==> src/design/bcaf_pkg.sv <==
// Shared constants, result codes and types of the bound chain absorption filter.
package bcaf_pkg;

	localparam int POOL_DEPTH = 256;
	localparam int AW = $clog2(POOL_DEPTH);
	localparam int CW = AW + 1;
	localparam int BW = 8;
	localparam int VW = 2;

	localparam logic [VW-1:0] VERDICT_ACCEPTED = 2'd0;
	localparam logic [VW-1:0] VERDICT_ABSORBED = 2'd1;
	localparam logic [VW-1:0] VERDICT_OVERFLOW = 2'd2;

	typedef struct packed {
		logic done;
		logic absorbed;
	} walk_status_t;

endpackage

==> src/design/bcaf_pool_ram.sv <==
// Chain pool memory with one write port and two registered read ports.
module bcaf_pool_ram (
	input  logic                     clk,
	input  logic                     wr_en,
	input  logic [bcaf_pkg::AW-1:0]  wr_addr,
	input  logic [bcaf_pkg::BW-1:0]  wr_data,
	input  logic [bcaf_pkg::AW-1:0]  rd_addr_a,
	input  logic [bcaf_pkg::AW-1:0]  rd_addr_b,
	output logic [bcaf_pkg::BW-1:0]  rd_data_a,
	output logic [bcaf_pkg::BW-1:0]  rd_data_b
);
	import bcaf_pkg::*;

	logic [BW-1:0] mem [POOL_DEPTH];
	logic [BW-1:0] rd_a_q;
	logic [BW-1:0] rd_b_q;
	logic          zero_a_q;
	logic          zero_b_q;

	// Entry zero is the leading separator and is never written; its reads are forced to zero.
	always_ff @(posedge clk) begin
		if (wr_en) begin
			mem[wr_addr] <= wr_data;
		end
		rd_a_q   <= mem[rd_addr_a];
		rd_b_q   <= mem[rd_addr_b];
		zero_a_q <= (rd_addr_a == '0);
		zero_b_q <= (rd_addr_b == '0);
	end

	assign rd_data_a = zero_a_q ? '0 : rd_a_q;
	assign rd_data_b = zero_b_q ? '0 : rd_b_q;

endmodule

==> src/design/bcaf_walk.sv <==
// Merge walk engine that compares the new chain with each stored chain in turn.
module bcaf_walk (
	input  logic                         clk,
	input  logic                         arst_n,
	input  logic                         start,
	input  logic [bcaf_pkg::AW-1:0]      base,
	input  logic [bcaf_pkg::AW-1:0]      b_end,
	input  logic [bcaf_pkg::BW-1:0]      rd_a,
	input  logic [bcaf_pkg::BW-1:0]      rd_b,
	output logic [bcaf_pkg::AW-1:0]      addr_a,
	output logic [bcaf_pkg::AW-1:0]      addr_b,
	output bcaf_pkg::walk_status_t       status
);
	import bcaf_pkg::*;

	localparam logic [1:0] DRV_NONE = 2'd0;
	localparam logic [1:0] DRV_A    = 2'd1;
	localparam logic [1:0] DRV_B    = 2'd2;

	logic          active_q, active_d;
	logic [AW-1:0] a_q, a_d;
	logic [AW-1:0] b_q, b_d;
	logic [AW-1:0] start_q, start_d;
	logic          matched_q, matched_d;
	logic          identical_q, identical_d;
	logic [1:0]    driver_q, driver_d;
	logic [1:0]    drv;
	logic          a_at_end;
	logic          b_at_end;

	always_comb begin
		active_d    = active_q;
		a_d         = a_q;
		b_d         = b_q;
		start_d     = start_q;
		matched_d   = matched_q;
		identical_d = identical_q;
		driver_d    = driver_q;
		status      = '0;
		a_at_end    = (a_q != start_q) && (rd_a == '0);
		b_at_end    = (b_q == b_end);
		drv         = driver_q;
		if (driver_q == DRV_NONE) begin
			drv = (rd_a < rd_b) ? DRV_A : DRV_B;
		end
		priority if (start) begin
			active_d    = 1'b1;
			a_d         = '0;
			start_d     = '0;
			b_d         = base;
			matched_d   = 1'b0;
			identical_d = 1'b1;
			driver_d    = DRV_NONE;
		end else if (active_q) begin
			priority if (a_at_end) begin
				if (matched_q && !identical_q) begin
					status.done     = 1'b1;
					status.absorbed = 1'b1;
					active_d        = 1'b0;
				end else if (a_q == base) begin
					status.done = 1'b1;
					active_d    = 1'b0;
				end else begin
					start_d     = a_q;
					b_d         = base;
					matched_d   = 1'b0;
					identical_d = 1'b1;
					driver_d    = DRV_NONE;
				end
			end else if (a_q == base) begin
				status.done = 1'b1;
				active_d    = 1'b0;
			end else if (b_at_end) begin
				a_d = a_q + AW'(1);
			end else if (rd_a == rd_b) begin
				a_d       = a_q + AW'(1);
				b_d       = b_q + AW'(1);
				driver_d  = DRV_NONE;
				matched_d = 1'b1;
			end else begin
				if (drv == DRV_A) begin
					a_d = a_q + AW'(1);
				end else begin
					b_d = b_q + AW'(1);
				end
				driver_d    = drv;
				matched_d   = 1'b0;
				identical_d = 1'b0;
			end
		end else begin
			active_d = 1'b0;
		end
	end

	assign addr_a = a_d;
	assign addr_b = b_d;

	always_ff @(posedge clk or negedge arst_n) begin
		if (!arst_n) begin
			active_q <= 1'b0;
		end else begin
			active_q <= active_d;
		end
	end

	always_ff @(posedge clk) begin
		a_q         <= a_d;
		b_q         <= b_d;
		start_q     <= start_d;
		matched_q   <= matched_d;
		identical_q <= identical_d;
		driver_q    <= driver_d;
	end

endmodule

==> src/design/bound_chain_absorption_filter_unit.sv <==
// Top level of the bound chain absorption filter: collection, control and result register.
//
// Each bound that does not close a variant is taken while the control is idle and written
// straight into the chain pool. The closing bound goes through the terminator write and
// the merge walk; the pool memory gives one entry per side per cycle, and a walk over a
// pool of P used entries holding C stored chains, for a new chain of n bounds, takes at
// most P + C * (n + 1) steps. An overflowing variant skips the terminator and the walk.
// The pool needs no clearing after reset, and a finished verdict waits in its own
// register, so bounds of the next variant are taken while it is still stalled.
module bound_chain_absorption_filter_unit (
	input  logic                         clk,
	input  logic                         arst_n,
	input  logic                         bound_valid,
	output logic                         bound_stall,
	input  logic [bcaf_pkg::BW-1:0]      bound_position,
	input  logic                         chain_last,
	output logic                         verdict_valid,
	input  logic                         verdict_stall,
	output logic [bcaf_pkg::VW-1:0]      verdict
);
	import bcaf_pkg::*;

	localparam logic [1:0] ST_IDLE = 2'd0;
	localparam logic [1:0] ST_TERM = 2'd1;
	localparam logic [1:0] ST_WALK = 2'd2;
	localparam logic [1:0] ST_DONE = 2'd3;

	localparam logic [CW:0] DEPTH_W = (CW+1)'(POOL_DEPTH);

	logic [1:0]    state_q;
	logic [CW-1:0] pool_used_q;
	logic [CW-1:0] pending_q;
	logic [CW-1:0] n_q;
	logic [VW-1:0] result_q;
	logic          verdict_valid_q;
	logic [VW-1:0] verdict_q;

	logic          accept;
	logic [CW-1:0] pending_next;
	logic [CW:0]   slot;
	logic [CW:0]   room_sum;
	logic          overflow;
	logic [AW-1:0] base;
	logic [AW-1:0] b_end;
	logic          wr_en;
	logic [AW-1:0] wr_addr;
	logic [BW-1:0] wr_data;
	logic [AW-1:0] rd_addr_a;
	logic [AW-1:0] rd_addr_b;
	logic [BW-1:0] rd_data_a;
	logic [BW-1:0] rd_data_b;
	logic          out_free;
	walk_status_t  walk_status;

	assign bound_stall   = (state_q != ST_IDLE);
	assign accept        = bound_valid && !bound_stall;
	assign pending_next  = ({1'b0, pending_q} < DEPTH_W) ? pending_q + CW'(1) : pending_q;
	assign slot          = {1'b0, pool_used_q} + {1'b0, pending_q};
	assign room_sum      = {1'b0, pool_used_q} + {1'b0, pending_next} + (CW+1)'(1);
	assign overflow      = (room_sum >= DEPTH_W);
	assign base          = pool_used_q[AW-1:0] - AW'(1);
	assign b_end         = pool_used_q[AW-1:0] + n_q[AW-1:0];
	assign out_free      = !verdict_valid_q || !verdict_stall;

	always_comb begin
		if (state_q == ST_TERM) begin
			wr_en   = 1'b1;
			wr_addr = b_end;
			wr_data = '0;
		end else begin
			wr_en   = accept && (slot < DEPTH_W);
			wr_addr = slot[AW-1:0];
			wr_data = bound_position;
		end
	end

	bcaf_pool_ram u_pool (
		.clk       (clk),
		.wr_en     (wr_en),
		.wr_addr   (wr_addr),
		.wr_data   (wr_data),
		.rd_addr_a (rd_addr_a),
		.rd_addr_b (rd_addr_b),
		.rd_data_a (rd_data_a),
		.rd_data_b (rd_data_b)
	);

	bcaf_walk u_walk (
		.clk    (clk),
		.arst_n (arst_n),
		.start  (state_q == ST_TERM),
		.base   (base),
		.b_end  (b_end),
		.rd_a   (rd_data_a),
		.rd_b   (rd_data_b),
		.addr_a (rd_addr_a),
		.addr_b (rd_addr_b),
		.status (walk_status)
	);

	always_ff @(posedge clk or negedge arst_n) begin
		if (!arst_n) begin
			state_q         <= ST_IDLE;
			pool_used_q     <= CW'(1);
			pending_q       <= '0;
			verdict_valid_q <= 1'b0;
		end else begin
			if (state_q == ST_DONE && out_free) begin
				verdict_valid_q <= 1'b1;
			end else if (!verdict_stall) begin
				verdict_valid_q <= 1'b0;
			end
			unique case (state_q)
				ST_IDLE: begin
					if (accept) begin
						if (chain_last) begin
							pending_q <= '0;
							state_q   <= overflow ? ST_DONE : ST_TERM;
						end else begin
							pending_q <= pending_next;
						end
					end
				end
				ST_TERM: begin
					state_q <= ST_WALK;
				end
				ST_WALK: begin
					if (walk_status.done) begin
						if (!walk_status.absorbed) begin
							pool_used_q <= pool_used_q + n_q + CW'(1);
						end
						state_q <= ST_DONE;
					end
				end
				ST_DONE: begin
					if (out_free) begin
						state_q <= ST_IDLE;
					end
				end
				default: begin
					state_q <= ST_IDLE;
				end
			endcase
		end
	end

	always_ff @(posedge clk) begin
		if (accept && chain_last) begin
			n_q      <= pending_next;
			result_q <= VERDICT_OVERFLOW;
		end
		if (state_q == ST_WALK && walk_status.done) begin
			result_q <= walk_status.absorbed ? VERDICT_ABSORBED : VERDICT_ACCEPTED;
		end
		if (state_q == ST_DONE && out_free) begin
			verdict_q <= result_q;
		end
	end

	assign verdict_valid = verdict_valid_q;
	assign verdict       = verdict_q;

endmodule
==> config.mk <==
export PLATFORM = sky130hd
export DESIGN_NAME = bound_chain_absorption_filter_unit
export DESIGN_NICKNAME = d
export VERILOG_FILES = /design/src/design/bcaf_pkg.sv /design/src/design/bcaf_pool_ram.sv /design/src/design/bcaf_walk.sv /design/src/design/bound_chain_absorption_filter_unit.sv
export SDC_FILE = /design/constraint.sdc
export NUM_CORES = 2
export LEC_CHECK = 0
export BUFFER_PORTS_ARGS = -buffer_cell sky130_fd_sc_hd__buf_4
export CAP_MARGIN = 15
export CELL_PAD_IN_SITES_DETAIL_PLACEMENT = 0
export CELL_PAD_IN_SITES_GLOBAL_PLACEMENT = 1
export CORE_MARGIN = 10
export CORE_UTILIZATION = 59
export CTS_CLUSTER_DIAMETER = 50
export CTS_CLUSTER_SIZE = 24
export DETAILED_ROUTE_END_ITERATION = 16
export PLACE_DENSITY = 0.83
export SLEW_MARGIN = 20
export SYNTH_ARGS = -nofsm -noshare
export SYNTH_HDL_FRONTEND = slang
export SYNTH_HIERARCHICAL = 1
export SYNTH_SLANG_ARGS = --single-unit
==> constraint.sdc <==
create_clock -name clk -period 27.2 [get_ports clk]
set_input_delay 4.08 -clock clk [delete_from_list [all_inputs] [get_ports clk]]
set_output_delay 4.08 -clock clk [all_outputs]
set_load 0.1 [all_outputs]
==> metrics.csv <==
stage,metric,value,unit
synthesis,number of synthesized register bits,2129,
clock_tree,# resized after CTS,0,
run,max-cap violations,0,
drt,"wirelength, routed",356000,um
synthesis,Synth area leader,edfxtp_1,
global_routing,vias in the first global route,62400,
clock_tree,Root Buffer Master,clkbuf_16,
critical_path,critical path required time,27990,ps
timing,period utilization,0.334,
run_status,run status,completed,
drt,Pre-antenna DRT Iters,7,
layout,most frequent cells in the layout,"edfxtp_1 (2061), mux4_2 (846), mux2i_1 (501), nor2_1 (368), nand2_1 (232)",
power,Pwr per Cell Area,58.0,nW/um2
clock_tree,"CTS clk-pin slew, worst paths",80,ps
layout,"most common cell after layout, fill and taps aside",edfxtp_1,
floorplanning,Top Ports,17,
layout,fill count,11800,
global_routing,initial antenna violation count,27,
critical_path,arrival time at the worst endpoint,9870,ps
floorplanning,Die H,436,um
drt,final antenna-violating net count,0,
critical_path,Worst Setup End Kind,register,
power,Leak,38.0,nW
timing,number of setup violations in the final report,0,
floorplanning,Initial Util,0.593,
critical_path,critical path depth,25,
critical_path,Top delay family on crit path,buffers and inverters,
layout,final net count,5893,
timing,Setup TNS,0,ps
timing,Final Skew,49.6,ps
synthesis,Synth area leaders,"edfxtp_1 (61%), mux4_2 (19%), mux2i_1 (4.9%)",
critical_path,CP max stage delay,1060,ps
synthesis,sequential element share of the synthesized area,0.622,
drt,routed vias,65700,
global_routing,largest net degree at the start of global routing,197,
critical_path,Worst R2R Path Depth,25,
drt,WL per Instance,42.7,um
synthesis,Synth Cell Area,102000,um2
timing,max_slew headroom,0.0443,
clock_tree,setup bufs post-CTS,0,
critical_path,Worst Setup EP,u_pool/rd_a_q[3]$_DFF_P_,
clock_tree,TritonCTS buffer count,180,
power,Peak VDD IR,74.2,uV
global_routing,first-pass GRT wire length,492000,um
floorplanning,Rows,152,
critical_path,Slowest cell on crit path,nand3b_1,
clock_tree,hold_buf cts,0,
clock_tree,insertion delay to the later sink of the worst-skew pair,870,ps
floorplanning,die area,190000,um2
clock_tree,H-Tree Depth,4,
placement,# port buffers,16,
clock_tree,clk buf depth,3,
synthesis,"Avg Cell Area, Syn",17.2,um2
synthesis,Unique masters post-synth,99,
critical_path,r2r setup slk,18120,ps
synthesis,synth warn,6,
critical_path,startpoint types,register,
global_routing,total gr overflow,0,
placement,Placer Congestion,0.995,
synthesis,Mapped Cells,5926,
critical_path,CP Class,reg2reg,
floorplanning,DIE WIDTH,436,um
critical_path,Buf/Inv on CP,6,
timing,unrepaired setup endpoints after global routing,no,
critical_path,worst setup path start,pool_used_q[0]$_DFFE_PN1P_,
critical_path,R2R Path End,u_pool/rd_a_q[3]$_DFF_P_,
layout,Syn-to-layout area delta,8.73,%
synthesis,syn_nets,5985,
timing,worst-margin pin slew,1430,ps
critical_path,Critical Path Fanout Max,79,
synthesis,dominant register cell in the synthesized netlist,edfxtp_1,
timing,Fmax achieved,0.110,GHz
critical_path,Critical Path Most Common Cell,buf_4,
synthesis,"EDFF count, synth",2061,
placement,post-detail-place hpwl,227000,um
clock_tree,CTS tree,yes,
worst_hold_path,Hold Path Class,reg2reg,
drt,drc violations,0,
floorplanning,core footprint,172000,um2
critical_path,worst flop-to-flop path startpoint,pool_used_q[0]$_DFFE_PN1P_,
synthesis,"FFs w/ async S/R, synth",0.0103,
worst_hold_path,Hold Path Origin,result_q[0]$_SDFFCE_PN0P_,
clock_tree,clock sinks,2129,
layout,final core occ,0.645,
power,total power,6.43,mW
drt,vias per cell,7.88,
timing,"Slew Viols, Final",0,
drt,initial DRC count,11600,
synthesis,share of the synthesized area in the top cell type,0.607,
layout,ratio of cells with drive above 1 in the final layout,0.250,
timing,Final min period,9080,ps
timing,Fin. Hold Viols,0,
global_routing,Global Route Usage Sum,0.369,
-- cells in the mapped netlist, drive strengths merged, types with 6 or more instances --
| library cell | instances |
|---|---|
| nand4 | 31 |
| nand2b | 19 |
| a311oi | 12 |
| mux4 | 846 |
| o21a | 7 |
| a2111oi | 21 |
| xor2 | 21 |
| buf | 262 |
| a32oi | 11 |
| edfxtp | 2061 |
| dfxtp | 46 |
| nor3 | 55 |
| inv | 45 |
| a21oi | 163 |
| a22o | 20 |
| mux2 | 29 |
| a31oi | 20 |
| nand2 | 232 |
| or3 | 7 |
| nor2b | 55 |
| a211oi | 59 |
| o221ai | 37 |
| nor4 | 19 |
| o31ai | 15 |
| o22ai | 111 |
| clkbuf | 207 |
| o311ai | 10 |
| o21bai | 7 |
| o2111ai | 10 |
| mux2i | 501 |
| nor2 | 392 |
| ha | 43 |
| xnor2 | 30 |
| nand3 | 66 |
| and2 | 16 |
| a211o | 9 |
| a21o | 6 |
| o211ai | 24 |
| and3 | 10 |
| o21ai | 122 |
| a22oi | 108 |
| a221oi | 65 |
| dfrtp | 21 |
-- layer usage --
metal  routed length, um  track usage
met1              116000        0.468
met2              154000        0.523
met3               56900        0.145
met4               29400        0.252
met5                  98            0
-- worst min path at each step --
stage               cells past startpoint              endpoint  slack, ps
finish                                  0  verdict[0]$_DFFE_PP_        420
global route                            0  verdict[0]$_DFFE_PP_        430
detailed placement                      0  verdict[0]$_DFFE_PP_        410
global placement                        0  verdict[1]$_DFFE_PP_        400
CTS                                     0  verdict[0]$_DFFE_PP_        420
floorplan                               0  verdict[0]$_DFFE_PP_        400
-- sequential cells by signal, summed over array words and instances (netlist names), 8 cells and up --
signal / cells
n_q: 9
pending_q: 9
pool_used_q: 9
u_pool/mem: 2048
u_pool/rd_a_q: 8
u_pool/rd_b_q: 8
u_walk/a_q: 8
u_walk/b_q: 8
u_walk/start_q: 8
-- through the flow --
| step | area (um2) | hold slack, ps | cells | worst slack [ps] |
|---|---|---|---|---|
| after global placement | 104000 | 401 | 7957 | 18170 |
| after floorplan | 102000 | 400 | 5926 | 15530 |
| after global routing | 111000 | 432 | 8301 | 17820 |
| after CTS | 111000 | 421 | 8292 | 18330 |
| final | 111000 | 420 | 8336 | 18120 |
| after detailed placement | 104000 | 406 | 7958 | 18360 |
-- cell type report --
cell class / count / area (um2) / share of cell area
well taps: 2310 / 2890 / 0.0261
inverters: 49 / 194 / 0.00175
diodes: 40 / 100 / 0.000903
clock inverters: 141 / 1690 / 0.0153
multi-input cells: 3279 / 36200 / 0.327
repair buffers: 195 / 1710 / 0.0154
flip-flops and latches: 2129 / 63400 / 0.572
clock buffers: 193 / 4640 / 0.0419
-- cell families after synthesis --
group / count (synthesis) / synth area share
buffers and inverters: 518 / 0.0272
AOI/OAI and AO/OA: 874 / 0.0597
adders and majority gates: 46 / 0.00587
xor gates and xnor gates: 51 / 0.00453
and+or+nand+nor: 932 / 0.0414
DFF: 2129 / 0.622
muxes: 1376 / 0.239
-- report_power, final --
part / internal, mW / total (mW) / leakage [nW] / switching, mW
Combinational: 0.00478 / 0.0600 / 15.7 / 0.0552
Clock: 1.43 / 2.78 / 3.07 / 1.35
Sequential: 3.59 / 3.59 / 19.2 / 0
(Power assumes the default switching activity.)
